<file path="src/rtl/dfpid_pkg.sv">
// Shared types, widths, register map and reset values of the dual-form PID controller.
package dfpid_pkg;

    // Sample and gain format.
    localparam int SAMPLE_WIDTH   = 16;
    localparam int GAIN_FRAC_BITS = 8;

    // Field widths fixed by the register map and the result channel.
    localparam int GAIN_W  = 16;
    localparam int INTEG_W = 24;
    localparam int DRIVE_W = 16;
    localparam int TOTAL_W = 32;

    // Derived datapath widths.
    localparam int ERR_W   = SAMPLE_WIDTH + 1;
    localparam int DIFF1_W = ERR_W + 1;
    localparam int DIFF2_W = ERR_W + 2;
    localparam int OPB_W   = (INTEG_W > ERR_W) ? INTEG_W : ERR_W;
    localparam int SUM_W   = OPB_W + 1;
    localparam int PROD_A_W = GAIN_W + DIFF1_W;
    localparam int PROD_B_W = GAIN_W + OPB_W;
    localparam int PROD_C_W = GAIN_W + DIFF2_W;
    localparam int PROD_MAX = (PROD_B_W > PROD_C_W) ? PROD_B_W : PROD_C_W;
    localparam int ACC_W    = ((PROD_MAX > TOTAL_W) ? PROD_MAX : TOTAL_W) + 2;
    localparam int V_W      = ACC_W - GAIN_FRAC_BITS;

    // Configuration port.
    localparam int NUM_REGS = 8;
    localparam int DATA_W   = 32;
    localparam int ADDR_W   = $clog2(NUM_REGS) + 2;
    localparam int IDX_W    = ADDR_W - 2;

    typedef enum logic [IDX_W-1:0] {
        REG_FORM_SELECT    = 3'd0,
        REG_GAIN_P         = 3'd1,
        REG_GAIN_I         = 3'd2,
        REG_GAIN_D         = 3'd3,
        REG_INTEGRAL_UPPER = 3'd4,
        REG_INTEGRAL_LOWER = 3'd5,
        REG_DRIVE_UPPER    = 3'd6,
        REG_DRIVE_LOWER    = 3'd7
    } reg_index_t;

    localparam logic FORM_POSITIONAL  = 1'b0;
    localparam logic FORM_INCREMENTAL = 1'b1;

    localparam logic signed [INTEG_W-1:0] INTEGRAL_UPPER_RST = 24'sd200;
    localparam logic signed [INTEG_W-1:0] INTEGRAL_LOWER_RST = -24'sd200;
    localparam logic signed [DRIVE_W-1:0] DRIVE_UPPER_RST    = 16'sd3000;
    localparam logic signed [DRIVE_W-1:0] DRIVE_LOWER_RST    = -16'sd3000;

    typedef struct packed {
        logic                      form_select;
        logic signed [GAIN_W-1:0]  gain_p;
        logic signed [GAIN_W-1:0]  gain_i;
        logic signed [GAIN_W-1:0]  gain_d;
        logic signed [INTEG_W-1:0] integral_upper;
        logic signed [INTEG_W-1:0] integral_lower;
        logic signed [DRIVE_W-1:0] drive_upper;
        logic signed [DRIVE_W-1:0] drive_lower;
    } cfg_t;

    typedef struct packed {
        logic signed [ERR_W-1:0]   last_error;
        logic signed [ERR_W-1:0]   older_error;
        logic signed [INTEG_W-1:0] integral;
        logic signed [TOTAL_W-1:0] total;
    } pid_state_t;

endpackage

</file>
<file path="src/rtl/dfpid_regs.sv">
// Configuration register bank of the dual-form PID controller behind an APB-style port.
module dfpid_regs (
    input  logic                          aclk,
    input  logic                          aresetn,
    input  logic                          psel,
    input  logic                          penable,
    input  logic                          pwrite,
    input  logic [dfpid_pkg::ADDR_W-1:0]  paddr,
    input  logic [dfpid_pkg::DATA_W-1:0]  pwdata,
    output logic [dfpid_pkg::DATA_W-1:0]  prdata,
    output dfpid_pkg::cfg_t               cfg
);

    dfpid_pkg::cfg_t        cfg_reg;
    dfpid_pkg::reg_index_t  index;
    logic                   wr_en;

    assign index = dfpid_pkg::reg_index_t'(paddr[dfpid_pkg::ADDR_W-1:2]);
    assign wr_en = psel && penable && pwrite;
    assign cfg   = cfg_reg;

    always_ff @(posedge aclk) begin
        if (!aresetn) begin
            cfg_reg.form_select    <= dfpid_pkg::FORM_POSITIONAL;
            cfg_reg.gain_p         <= '0;
            cfg_reg.gain_i         <= '0;
            cfg_reg.gain_d         <= '0;
            cfg_reg.integral_upper <= dfpid_pkg::INTEGRAL_UPPER_RST;
            cfg_reg.integral_lower <= dfpid_pkg::INTEGRAL_LOWER_RST;
            cfg_reg.drive_upper    <= dfpid_pkg::DRIVE_UPPER_RST;
            cfg_reg.drive_lower    <= dfpid_pkg::DRIVE_LOWER_RST;
        end else if (wr_en) begin
            case (index)
                dfpid_pkg::REG_FORM_SELECT: begin
                    cfg_reg.form_select <= pwdata[0];
                end
                dfpid_pkg::REG_GAIN_P: begin
                    cfg_reg.gain_p <= pwdata[dfpid_pkg::GAIN_W-1:0];
                end
                dfpid_pkg::REG_GAIN_I: begin
                    cfg_reg.gain_i <= pwdata[dfpid_pkg::GAIN_W-1:0];
                end
                dfpid_pkg::REG_GAIN_D: begin
                    cfg_reg.gain_d <= pwdata[dfpid_pkg::GAIN_W-1:0];
                end
                dfpid_pkg::REG_INTEGRAL_UPPER: begin
                    cfg_reg.integral_upper <= pwdata[dfpid_pkg::INTEG_W-1:0];
                end
                dfpid_pkg::REG_INTEGRAL_LOWER: begin
                    cfg_reg.integral_lower <= pwdata[dfpid_pkg::INTEG_W-1:0];
                end
                dfpid_pkg::REG_DRIVE_UPPER: begin
                    cfg_reg.drive_upper <= pwdata[dfpid_pkg::DRIVE_W-1:0];
                end
                dfpid_pkg::REG_DRIVE_LOWER: begin
                    cfg_reg.drive_lower <= pwdata[dfpid_pkg::DRIVE_W-1:0];
                end
                default: begin
                end
            endcase
        end
    end

    // Signed registers read back sign-extended.
    always_comb begin
        case (index)
            dfpid_pkg::REG_FORM_SELECT:    prdata = dfpid_pkg::DATA_W'(cfg_reg.form_select);
            dfpid_pkg::REG_GAIN_P:         prdata = dfpid_pkg::DATA_W'(cfg_reg.gain_p);
            dfpid_pkg::REG_GAIN_I:         prdata = dfpid_pkg::DATA_W'(cfg_reg.gain_i);
            dfpid_pkg::REG_GAIN_D:         prdata = dfpid_pkg::DATA_W'(cfg_reg.gain_d);
            dfpid_pkg::REG_INTEGRAL_UPPER: prdata = dfpid_pkg::DATA_W'(cfg_reg.integral_upper);
            dfpid_pkg::REG_INTEGRAL_LOWER: prdata = dfpid_pkg::DATA_W'(cfg_reg.integral_lower);
            dfpid_pkg::REG_DRIVE_UPPER:    prdata = dfpid_pkg::DATA_W'(cfg_reg.drive_upper);
            dfpid_pkg::REG_DRIVE_LOWER:    prdata = dfpid_pkg::DATA_W'(cfg_reg.drive_lower);
            default:                       prdata = '0;
        endcase
    end

endmodule

</file>
<file path="src/rtl/dfpid_calc.sv">
// Combinational control law of the dual-form PID controller: error, clamps, products, drive.
module dfpid_calc (
    input  dfpid_pkg::cfg_t                             cfg,
    input  dfpid_pkg::pid_state_t                       state,
    input  logic signed [dfpid_pkg::SAMPLE_WIDTH-1:0]   measured,
    input  logic signed [dfpid_pkg::SAMPLE_WIDTH-1:0]   setpoint,
    input  logic                                        clear,
    output dfpid_pkg::pid_state_t                       state_next,
    output logic signed [dfpid_pkg::DRIVE_W-1:0]        drive,
    output logic                                        limited
);

    localparam int ERR_W   = dfpid_pkg::ERR_W;
    localparam int DIFF1_W = dfpid_pkg::DIFF1_W;
    localparam int DIFF2_W = dfpid_pkg::DIFF2_W;
    localparam int OPB_W   = dfpid_pkg::OPB_W;
    localparam int SUM_W   = dfpid_pkg::SUM_W;
    localparam int ACC_W   = dfpid_pkg::ACC_W;
    localparam int V_W     = dfpid_pkg::V_W;
    localparam int INTEG_W = dfpid_pkg::INTEG_W;
    localparam int TOTAL_W = dfpid_pkg::TOTAL_W;
    localparam int DRIVE_W = dfpid_pkg::DRIVE_W;

    localparam logic signed [ACC_W-1:0] TOTAL_MAX = ACC_W'({1'b0, {(TOTAL_W-1){1'b1}}});
    localparam logic signed [ACC_W-1:0] TOTAL_MIN = ~TOTAL_MAX;

    logic                              incr;
    logic signed [ERR_W-1:0]           err;
    logic signed [DIFF1_W-1:0]         diff1;
    logic signed [DIFF2_W-1:0]         diff2;
    logic signed [SUM_W-1:0]           integ_sum;
    logic signed [SUM_W-1:0]           integ_hi;
    logic signed [SUM_W-1:0]           integ_clamp;
    logic signed [INTEG_W-1:0]         integ_new;
    logic signed [DIFF1_W-1:0]         op_a;
    logic signed [OPB_W-1:0]           op_b;
    logic signed [DIFF2_W-1:0]         op_c;
    logic signed [dfpid_pkg::PROD_A_W-1:0] prod_a;
    logic signed [dfpid_pkg::PROD_B_W-1:0] prod_b;
    logic signed [dfpid_pkg::PROD_C_W-1:0] prod_c;
    logic signed [ACC_W-1:0]           acc_sum;
    logic signed [ACC_W-1:0]           acc_inc;
    logic signed [TOTAL_W-1:0]         total_sat;
    logic signed [ACC_W-1:0]           acc;
    logic signed [V_W-1:0]             value;
    logic signed [V_W-1:0]             value_hi;
    logic signed [V_W-1:0]             value_clamp;

    assign incr = (cfg.form_select == dfpid_pkg::FORM_INCREMENTAL);

    assign err   = ERR_W'(measured) - ERR_W'(setpoint);
    assign diff1 = DIFF1_W'(err) - DIFF1_W'(state.last_error);
    assign diff2 = DIFF2_W'(err) - (DIFF2_W'(state.last_error) <<< 1)
                 + DIFF2_W'(state.older_error);

    // Integral clamp: the upper bound is applied first, so the lower one wins
    // when the bounds are inverted.
    assign integ_sum   = SUM_W'(state.integral) + SUM_W'(err);
    assign integ_hi    = (integ_sum >= SUM_W'(cfg.integral_upper)) ?
                         SUM_W'(cfg.integral_upper) : integ_sum;
    assign integ_clamp = (integ_hi <= SUM_W'(cfg.integral_lower)) ?
                         SUM_W'(cfg.integral_lower) : integ_hi;
    assign integ_new   = INTEG_W'(integ_clamp);

    // Three multipliers shared by both forms; only the operands change.
    assign op_a = incr ? diff1 : DIFF1_W'(err);
    assign op_b = incr ? OPB_W'(err) : OPB_W'(integ_new);
    assign op_c = incr ? diff2 : DIFF2_W'(diff1);

    assign prod_a = cfg.gain_p * op_a;
    assign prod_b = cfg.gain_i * op_b;
    assign prod_c = cfg.gain_d * op_c;

    assign acc_sum = ACC_W'(prod_a) + ACC_W'(prod_b) + ACC_W'(prod_c);
    assign acc_inc = acc_sum + ACC_W'(state.total);

    always_comb begin
        if (acc_inc > TOTAL_MAX) begin
            total_sat = TOTAL_W'(TOTAL_MAX);
        end else if (acc_inc < TOTAL_MIN) begin
            total_sat = TOTAL_W'(TOTAL_MIN);
        end else begin
            total_sat = TOTAL_W'(acc_inc);
        end
    end

    assign acc = incr ? ACC_W'(total_sat) : acc_sum;

    // The arithmetic shift drops the fraction bits with rounding toward minus infinity.
    assign value       = V_W'(acc >>> dfpid_pkg::GAIN_FRAC_BITS);
    assign value_hi    = (value >= V_W'(cfg.drive_upper)) ? V_W'(cfg.drive_upper) : value;
    assign value_clamp = (value_hi <= V_W'(cfg.drive_lower)) ? V_W'(cfg.drive_lower) : value_hi;

    always_comb begin
        if (clear) begin
            state_next = '0;
            drive      = '0;
            limited    = 1'b0;
        end else begin
            state_next.last_error  = err;
            state_next.older_error = state.last_error;
            state_next.integral    = incr ? state.integral : integ_new;
            state_next.total       = incr ? total_sat : state.total;
            drive                  = DRIVE_W'(value_clamp);
            limited                = (value_clamp != value);
        end
    end

endmodule

</file>
<file path="src/rtl/dual_form_pid_controller.sv">
// Top level of the dual-form PID controller: request stages, controller state and register bank.
//
//  Channel  Direction  Handshake            Payload
//  s_       in         s_valid / s_ready    s_measured, s_setpoint, s_clear
//  m_       out        m_valid / m_ready    m_drive, m_limited
//  apb      in         psel/penable/pready  paddr, pwrite, pwdata, prdata
//
// The block sustains one request per cycle while the result side is not stalled. A
// request is captured in the input register; then the whole control law (error,
// integral clamp, the three gain multipliers, accumulator saturation and drive clamp)
// runs in one pass and loads the result register once that register is free, and the
// result is offered from there. The controller state feeds back through that same
// single pass.
// Reset is synchronous and active low: it empties both stages, zeroes the error
// history, the integral and the accumulator, and loads the register reset values.
// While m_ready is low the result holds and the input register still takes one
// further request before s_ready falls.
module dual_form_pid_controller (
    input  logic                                        aclk,
    input  logic                                        aresetn,
    input  logic                                        s_valid,
    output logic                                        s_ready,
    input  logic signed [dfpid_pkg::SAMPLE_WIDTH-1:0]   s_measured,
    input  logic signed [dfpid_pkg::SAMPLE_WIDTH-1:0]   s_setpoint,
    input  logic                                        s_clear,
    output logic                                        m_valid,
    input  logic                                        m_ready,
    output logic signed [dfpid_pkg::DRIVE_W-1:0]        m_drive,
    output logic                                        m_limited,
    input  logic                                        psel,
    input  logic                                        penable,
    input  logic                                        pwrite,
    input  logic [dfpid_pkg::ADDR_W-1:0]                paddr,
    input  logic [dfpid_pkg::DATA_W-1:0]                pwdata,
    output logic [dfpid_pkg::DATA_W-1:0]                prdata,
    output logic                                        pready
);

    dfpid_pkg::cfg_t        cfg;
    dfpid_pkg::pid_state_t  state_reg;
    dfpid_pkg::pid_state_t  state_next;

    logic                                       in_valid_reg;
    logic                                       in_valid_next;
    logic signed [dfpid_pkg::SAMPLE_WIDTH-1:0]  measured_reg;
    logic signed [dfpid_pkg::SAMPLE_WIDTH-1:0]  setpoint_reg;
    logic                                       clear_reg;
    logic                                       out_valid_reg;
    logic                                       out_valid_next;
    logic signed [dfpid_pkg::DRIVE_W-1:0]       drive_reg;
    logic signed [dfpid_pkg::DRIVE_W-1:0]       drive_next;
    logic                                       limited_reg;
    logic                                       limited_next;

    logic advance;
    logic load;
    logic take;

    assign pready = 1'b1;

    dfpid_regs u_regs (
        .aclk    (aclk),
        .aresetn (aresetn),
        .psel    (psel),
        .penable (penable),
        .pwrite  (pwrite),
        .paddr   (paddr),
        .pwdata  (pwdata),
        .prdata  (prdata),
        .cfg     (cfg)
    );

    dfpid_calc u_calc (
        .cfg        (cfg),
        .state      (state_reg),
        .measured   (measured_reg),
        .setpoint   (setpoint_reg),
        .clear      (clear_reg),
        .state_next (state_next),
        .drive      (drive_next),
        .limited    (limited_next)
    );

    // The result register frees up when it is empty or its request is taken this
    // cycle; the input register frees up when it is empty or moves on.
    assign advance = !out_valid_reg || m_ready;
    assign load    = in_valid_reg && advance;
    assign s_ready = !in_valid_reg || advance;
    assign take    = s_valid && s_ready;

    assign in_valid_next  = take || (in_valid_reg && !advance);
    assign out_valid_next = load || (out_valid_reg && !m_ready);

    always_ff @(posedge aclk) begin
        if (!aresetn) begin
            in_valid_reg  <= 1'b0;
            out_valid_reg <= 1'b0;
            state_reg     <= '0;
        end else begin
            in_valid_reg  <= in_valid_next;
            out_valid_reg <= out_valid_next;
            if (load) begin
                state_reg <= state_next;
            end
        end
    end

    always_ff @(posedge aclk) begin
        if (take) begin
            measured_reg <= s_measured;
            setpoint_reg <= s_setpoint;
            clear_reg    <= s_clear;
        end
        if (load) begin
            drive_reg   <= drive_next;
            limited_reg <= limited_next;
        end
    end

    assign m_valid   = out_valid_reg;
    assign m_drive   = drive_reg;
    assign m_limited = limited_reg;

    // A clear request leaves zeroed history and a zero, unlimited result.
    property p_clear_zeroes;
        @(posedge aclk) disable iff (!aresetn)
        (load && clear_reg) |=> (state_reg == '0 && drive_reg == '0 && !limited_reg);
    endproperty
    a_clear_zeroes: assert property (p_clear_zeroes)
        else $error("clear request did not zero the controller state and result");

    // A limited result sits exactly on one of the drive limits.
    property p_limited_on_bound;
        @(posedge aclk) disable iff (!aresetn)
        (m_valid && m_limited) |-> (m_drive == cfg.drive_upper || m_drive == cfg.drive_lower);
    endproperty
    a_limited_on_bound: assert property (p_limited_on_bound)
        else $error("limited result is not on a drive limit");

    // Back-pressure only when both stages hold a request and the result is stalled.
    property p_ready_only_when_full;
        @(posedge aclk) disable iff (!aresetn)
        !s_ready |-> (in_valid_reg && out_valid_reg && !m_ready);
    endproperty
    a_ready_only_when_full: assert property (p_ready_only_when_full)
        else $error("input stalled while a stage was free");

    // State changes only when a request passes through the control law.
    property p_state_holds;
        @(posedge aclk) disable iff (!aresetn)
        !load |=> $stable(state_reg);
    endproperty
    a_state_holds: assert property (p_state_holds)
        else $error("controller state changed without a request");

endmodule

</file>
<file path="config.mk">
export PLATFORM = sky130hd
export DESIGN_NAME = dual_form_pid_controller
export DESIGN_NICKNAME = d
export VERILOG_FILES = /design/src/rtl/dfpid_pkg.sv /design/src/rtl/dfpid_regs.sv /design/src/rtl/dfpid_calc.sv /design/src/rtl/dual_form_pid_controller.sv
export SDC_FILE = /design/constraint.sdc
export NUM_CORES = 2
export LEC_CHECK = 0
export BUFFER_PORTS_ARGS = -buffer_cell sky130_fd_sc_hd__buf_2
export CORE_ASPECT_RATIO = 0.5
export CORE_MARGIN = 2
export CORE_UTILIZATION = 40
export CTS_BUF_LIST = sky130_fd_sc_hd__clkbuf_8
export DETAILED_ROUTE_END_ITERATION = 8
export GPL_TIMING_DRIVEN = 0
export PLACE_DENSITY = 0.63
export SLEW_MARGIN = 10
export SYNTH_ARGS = -nofsm -noshare
export SYNTH_HDL_FRONTEND = slang
export SYNTH_SLANG_ARGS = --single-unit
</file>
<file path="constraint.sdc">
create_clock -name aclk -period 36 [get_ports aclk]
set_input_delay 3.6 -clock aclk [delete_from_list [all_inputs] [get_ports aclk]]
set_output_delay 3.6 -clock aclk [all_outputs]
set_load 0.005 [all_outputs]
</file>
# After elaboration in Yosys (flattened, before gate mapping)
# Cells that the tools add are included.
[word_totals]
reg_bits = 271
latchBits = 0
ram_bits = 0
mem_bits_ro = 0
inputBits = 77
out_inout_bits = 52
wordCells = 85
mem_count = 0
[classes]
n_addsub = 8
multipliers = 3
n_div = 0
magnitude_cmp = 6
eq_ne = 9
n_shift = 0
mux = 14
n_bitwise = 0
n_reduce_logical = 26
[op_table]
columns = ["cell", "count"]
rows = [
  ["one-hot mux 32 bit (8 select lines)", 1],
  ["two-way mux 32 bit", 3],
  ["two-way mux 90 bit", 1],
  ["two-way mux 24 bit", 3],
  ["two-way mux 34 bit", 2],
  ["adder 41 x 35 -> 42 bit", 1],
  ["adder 42 x 32 -> 42 bit", 1],
  ["> comparator 42 x 32 -> 1 bit, second input constant", 1],
  ["less-than comparator 42 x 32 -> 1 bit, second input constant", 1],
  ["two-way mux 42 bit", 1],
  ["adder 34 x 40 -> 41 bit", 1],
  ["multiplier 16 x 24 -> 40 bit", 1],
  ["multiplier 16 x 19 -> 35 bit", 1],
  [">= comparator 34 x 16 -> 1 bit", 1],
  ["less-or-equal comparator 34 x 16 -> 1 bit", 1],
  ["multiplier 16 x 18 -> 34 bit", 1],
  ["inequality test 34 bit", 1],
  ["adder 24 x 17 -> 25 bit", 1],
  [">= comparator 25 x 24 -> 1 bit", 1],
  ["less-or-equal comparator 25 x 24 -> 1 bit", 1],
  ["two-way mux 25 bit", 1],
  ["AND reduction 2 bit", 10],
  ["adder 19 x 17 -> 19 bit", 1],
  ["two-way mux 19 bit", 1],
  ["13 further kinds", 28],
]

# Depth between registers and ports, before layout
[logic_depth]
depth_word = 20
ltp_mapped = 128
ltp_nobuf = 123

# By module
# From an unflattened synthesis, not the netlist that was laid out.
[unflattened]
hier_cells = 6949
area_unflattened_um2 = 61428.9
[modules_own_cells]
columns = ["mod", "instances", "cells_each", "area_each_um2", "seq_area_each_um2"]
rows = [
  ["dfpid_calc", 1, 5877, 50220.7, 0.0],
  ["dfpid_regs", 1, 621, 5940.7, 2582.5],
  ["dual_form_pid_controller", 1, 451, 5267.6, 3343.2],
]

# Least setup slack after synthesis
# No wires, ideal clock.
[synth_path]
path_kind = "register to register"
startpoint = "reg setpoint_reg[0] (netlist name)"
endpoint = "reg limited_reg (netlist: m_limited) (data pin)"
setup_time_ns = 0.277
t_arrival_ns = 25.297
required_time_ns = 35.723
path_slack_ns = 10.427
stages_incl_launch_ff = 119
n_path_buf = 8
period_less_slack_ns = 25.573
path_cell_list = "edfxtp_1 > ha_1 > fa_1 > nor2b_1 > o21ai_0 > a21boi_1 > o21ai_0 > a21boi_0 > o21ai_0 > a21boi_0 > o21ai_0 > a21boi_0 > o21ai_0 > a21boi_1 > o21a_1 > nor2_1 > xnor2_1 > ha_1 > (+83 left out) > mux2_2 > ha_1 > a21o_1 > a21oi_1 > o21ai_0 > a22oi_1 > o211ai_1 > nand4_1 > a21oi_1 > a21oi_1 > mux2i_1 > clkbuf_1 > nor3b_1 > a21oi_1 > a221oi_1 > nand4_1 > o32ai_1 > a41oi_1"
[synth_between]
elab_chain_len = 20
word_cells_on_any_way = 28
cone_classes = "8 x add/sub; 3 x mul; 6 x order compare; 1 x eq/ne; 10 x mux"
[synth_lines]
columns = ["element", "line_no", "source"]
rows = [
  ["start, declared", "dual_form_pid_controller.sv:46", "logic signed [dfpid_pkg::SAMPLE_WIDTH-1:0] setpoint_reg;"],
  ["start signal, assigned", "dual_form_pid_controller.sv:111", "setpoint_reg <= s_setpoint;"],
  ["subtractor 16 x 16 -> 17 bit *", "dfpid_calc.sv:51", "assign err = ERR_W'(measured) - ERR_W'(setpoint);"],
  ["adder 24 x 17 -> 25 bit", "dfpid_calc.sv:58", "assign integ_sum = SUM_W'(state.integral) + SUM_W'(err);"],
  [">= comparator 25 x 24 -> 1 bit", "dfpid_calc.sv:59", "assign integ_hi = (integ_sum >= SUM_W'(cfg.integral_upper)) ?"],
  ["two-way mux 25 bit", "dfpid_calc.sv:59", ""],
  ["less-or-equal comparator 25 x 24 -> 1 bit", "dfpid_calc.sv:61", "assign integ_clamp = (integ_hi <= SUM_W'(cfg.integral_lower)) ?"],
  ["two-way mux 24 bit", "dfpid_calc.sv:61", ""],
  ["two-way mux 24 bit", "dfpid_calc.sv:67", "assign op_b = incr ? OPB_W'(err) : OPB_W'(integ_new);"],
  ["multiplier 16 x 24 -> 40 bit", "dfpid_calc.sv:71", "assign prod_b = cfg.gain_i * op_b;"],
  ["(+4 left out)", "-", ""],
  ["two-way mux 32 bit", "dfpid_calc.sv:80", "end else if (acc_inc < TOTAL_MIN) begin"],
  ["two-way mux 32 bit", "dfpid_calc.sv:78", "if (acc_inc > TOTAL_MAX) begin"],
  ["two-way mux 42 bit *", "dfpid_calc.sv:87", "assign acc = incr ? ACC_W'(total_sat) : acc_sum;"],
  [">= comparator 34 x 16 -> 1 bit", "dfpid_calc.sv:91", "assign value_hi = (value >= V_W'(cfg.drive_upper)) ? V_W'(cfg.drive_upper) : value;"],
  ["two-way mux 34 bit", "dfpid_calc.sv:91", ""],
  ["less-or-equal comparator 34 x 16 -> 1 bit", "dfpid_calc.sv:92", "assign value_clamp = (value_hi <= V_W'(cfg.drive_lower)) ? V_W'(cfg.drive_lower) : value_hi;"],
  ["two-way mux 34 bit", "dfpid_calc.sv:92", ""],
  ["inequality test 34 bit *", "dfpid_calc.sv:105", "limited = (value_clamp != value);"],
  ["end signal, assigned", "dual_form_pid_controller.sv:116", "limited_reg <= limited_next;"],
  ["end, declared", "dual_form_pid_controller.sv:52", "logic limited_reg;"],
]
# Mark *: on every way between the ends. The rest lies on a longest branch, timed or not.
# A chain may end at the register's enable or synchronous reset.

# Worst setup path in the final report
# Ends and elaborated chain as after synthesis.

==> reports/metrics.cfg <==
[yosys]
netlist_instances = 6815
yosys_warnings = 0
synth_ff_type = dfxtp_1
synth_edf_count = 50
netlist_area_um2 = 59800
synth_seq_cells = 271
synth-seq-area-share_pct = 9.910
synth.distinct_cells = 94
syn_avg_cell_area_um2 = 8.774
async_flop_share_pct = 0
syn_nets = 8518

[cells_and_area]
largest_reg_flops = 129
drive_gt1_share_pct = 5.474
layout.cells.non_filler = 9034
utilization_pct = 43.36
nNetsFinal = 8702
fillers = 15010
area_delta_synth_final_pct = 7.782

[worst_setup_path]
endpoint_kind = register
r2r-end = m_limited$_SDFFCE_PP0P_
crit_slowest_cell = o21ai_2
r2r_slack_ns = 2.02
cpPeakStageDelay_ns = 0.84
worst_path_most_repeated_cell = a21oi_1
rr_worst_depth = 114
crit_type = register to register
r2r-start = setpoint_reg[0]$_DFFE_PP_
startpoint_type = register
critPathArrivalTime_ns = 34.38
critical_path.max_fanout = 10
worstPathRequired_ns = 36.40

[global_routing]
grt.total_usage_pct = 28.49
grt.overflow.total = 0
grt_first_pass_wirelength_um = 319100
grt_max_degree = 33
grt_pass1_vias = 48180
antenna_found_initial = 19

[clock_network]
cts_inserted_buffers = 45
clock_sinks = 271
clk_pin_slew_ns = 0.07
cts_buffer_depth = 3
cts_hold_buf = 0
ctsRootBufferMaster = clkbuf_8
post_cts_resized = 0
h-tree-depth = 2
cts_setup_buffers = 0
cts_tree = done
clock_latency_ns = 0.70

[pwr]
p_comb_share_pct = 66.5
p_seq_share_pct = 17.4
swShare_pct = 55.14
p_int_mw = 0.8536
clockPowerShare_pct = 16.1
power_density_nw_per_um2 = 29.53
p_switching_mw = 1.049
irDropWorstVdd_mv = 0.04678
p_leak_nw = 31.37

[floorplanning]
core-area_um2 = 148600
io_pins = 129
design.die.area_um2 = 152800
fp.dieH_um = 277.4
fp-row-count = 100
start_util_pct = 40.23
fp.dieW_um = 550.8

[flow_run]
drv_cap = 0

[timing]
fin_worst_skew_ns = 0.07091
worst_pin_slew_ns = 1.393
max_clock_freq_mhz = 29.43
setup_viol = 0
fin_crit_sh_pct = 94.39
rsz0062_at_grt = false
min_period_ns = 33.98
worst_slack_ns = 2.018
slew_violations = 0
final_hold_viol_count = 0
slew_headroom_pct = 7.138
tns_ns = 0

[detailed_routing]
viasPerCell = 5.407
postRouteAntennaNets = 0
drc_errors = 0
drt_pass1_iterations = 8
finalWirelength_um = 214900
num_vias = 48850
wl_per_cell_um = 23.79
drtIter0Drc = 5049

[hold_path]
hold_start = state_reg[39]$_SDFFE_PN0P_
hp-class = register to register
min_path_cells = 2
holdPathEnd = state_reg[39]$_SDFFE_PN0P_

[placed_design]
dp.final_hpwl_um = 184500
pre_cts_slack_ns = 2.704
portBuffers = 112
numPlacedInstances = 8941
gp_congestion = 1.071

[status]
status = finished clean

## kinds of logic after synthesis
family	count (synthesis)	share of synthesized area, %
xor gates and xnor gates	143	2.107
muxes	109	2.147
adders and majority gates	1626	48.71
buffers and inverters	1685	10.66
and+or+nand+nor	1986	15.38
other	1	0.006271
AOI/OAI and AO/OA	994	11.08
DFF	271	9.910
## power groups by stage
stage / registers (mW) / logic, mW / clock network, mW
after CTS: 0.332 / 1.22 / 0.307
after global placement: 0.338 / 1.17 / 0
after global routing: 0.333 / 1.34 / 0.320
after floorplan: 0.336 / 0.697 / 0
after detailed placement: 0.338 / 1.21 / 0
final: 0.332 / 1.26 / 0.306
## placed cells by master, fill, tap and decap left out, drive strengths merged, types with 11 or more instances in the layout
| cell | synthesis | final |
|---|---|---|
| a22oi | 33 | 33 |
| clkbuf | 290 | 343 |
| edfxtp | 50 | 50 |
| o31ai | 24 | 24 |
| nand2b | 34 | 34 |
| a31oi | 25 | 25 |
| or3 | 15 | 15 |
| xnor2 | 113 | 113 |
| nor2 | 246 | 246 |
| o21a | 47 | 47 |
| fa | 1170 | 1170 |
| o21bai | 12 | 12 |
| and2 | 357 | 357 |
| diode | 0 | 12 |
| a221oi | 19 | 19 |
| ha | 456 | 456 |
| inv | 1364 | 1377 |
| nand2 | 1024 | 1024 |
| nand4 | 34 | 34 |
| nor3 | 53 | 53 |
| o21ai | 221 | 221 |
| nor4 | 11 | 11 |
| nor2b | 93 | 93 |
| a21oi | 196 | 196 |
| buf | 30 | 167 |
| a21boi | 128 | 128 |
| clkinv | 1 | 12 |
| o211ai | 60 | 60 |
| a211oi | 29 | 29 |
| mux2 | 54 | 54 |
| dfxtp | 221 | 221 |
| nand3 | 51 | 51 |
| xor2 | 30 | 30 |
| mux2i | 45 | 45 |
| or2 | 31 | 31 |
| a21o | 87 | 87 |
## routing by layer
| layer | track usage, % | vias to the layer above | part of all wire (%) |
|---|---|---|---|
| met4 | 8.616 | 0 | 3.5 |
| li1 | - | 21590 | - |
| met5 | 0 | - | 0 |
| met3 | 10.22 | 327 | 14 |
| met2 | 39.93 | 2427 | 40 |
| met1 | 40.74 | 24510 | 43 |
## through the flow
stage	hold WS, ns	instance area (um^2)	power (mW)
after floorplan	0.4315	59800	1.033
after global placement	0.4436	62850	1.509
after detailed placement	0.4486	63430	1.552
after CTS	0.4626	64370	1.860
after global routing	0.4887	64420	1.993
final	0.4615	64450	1.903
## worst max-delay path by stage
stage	startpoint	to	depth (start not counted)
after floorplan	setpoint_reg[0]$_DFFE_PP_	m_limited$_SDFFCE_PP0P_	118
after global placement	setpoint_reg[0]$_DFFE_PP_	m_limited$_SDFFCE_PP0P_	115
after detailed placement	setpoint_reg[0]$_DFFE_PP_	m_limited$_SDFFCE_PP0P_	114
after CTS	setpoint_reg[0]$_DFFE_PP_	m_limited$_SDFFCE_PP0P_	114
after global routing	measured_reg[0]$_DFFE_PP_	m_limited$_SDFFCE_PP0P_	115
final	setpoint_reg[0]$_DFFE_PP_	m_limited$_SDFFCE_PP0P_	114
## cells in the mapped netlist (34+ instances only)
library cell / instances / share of area [%]
inv_1: 1362 / 8.5
and2_1: 357 / 3.7
a21o_1: 87 / 1.1
mux2_2: 54 / 1.0
nor3_1: 53 / 0.44
fa_1: 1170 / 39
a21oi_1: 195 / 1.6
o211ai_1: 59 / 0.74
nor2b_1: 93 / 0.97
nor2_1: 245 / 1.5
xnor2_1: 112 / 1.6
o21ai_0: 211 / 1.8
mux2i_1: 45 / 0.75
nand4_1: 34 / 0.36
dfxtp_1: 221 / 7.4
clkbuf_1: 289 / 1.8
nand2_1: 1024 / 6.4
o21a_1: 46 / 0.58
ha_1: 456 / 9.5
a21boi_0: 124 / 1.6
nand2b_1: 34 / 0.36
nand3_1: 50 / 0.42
edfxtp_1: 50 / 2.5
## worst max-delay path: cells and delay by family (launching register included)
kind	cells	cell delay, ns
AO/OA/AOI/OAI	61	15.77
adder cells (fa/ha/maj)	18	7.34
AND/OR/NAND/NOR	16	3.28
buffers and inverters	14	4.81
multiplexers	3	0.90
flip-flops	1	0.36
XOR/XNOR	2	1.23
## cell type report
type / instances / area (um^2) / area share [%]
clock inverter: 28 / 214.0 / 0.3320
sequential: 271 / 5926 / 9.194
inverter: 1365 / 5124 / 7.950
tap: 1989 / 2489 / 3.861
multi-input combinational: 4859 / 47810 / 74.18
buffer: 320 / 1256 / 1.949
antenna: 12 / 30.03 / 0.04659
timing repair buffer: 137 / 870.8 / 1.351
clock buffer: 53 / 729.5 / 1.132
(Power assumes the default switching activity.)
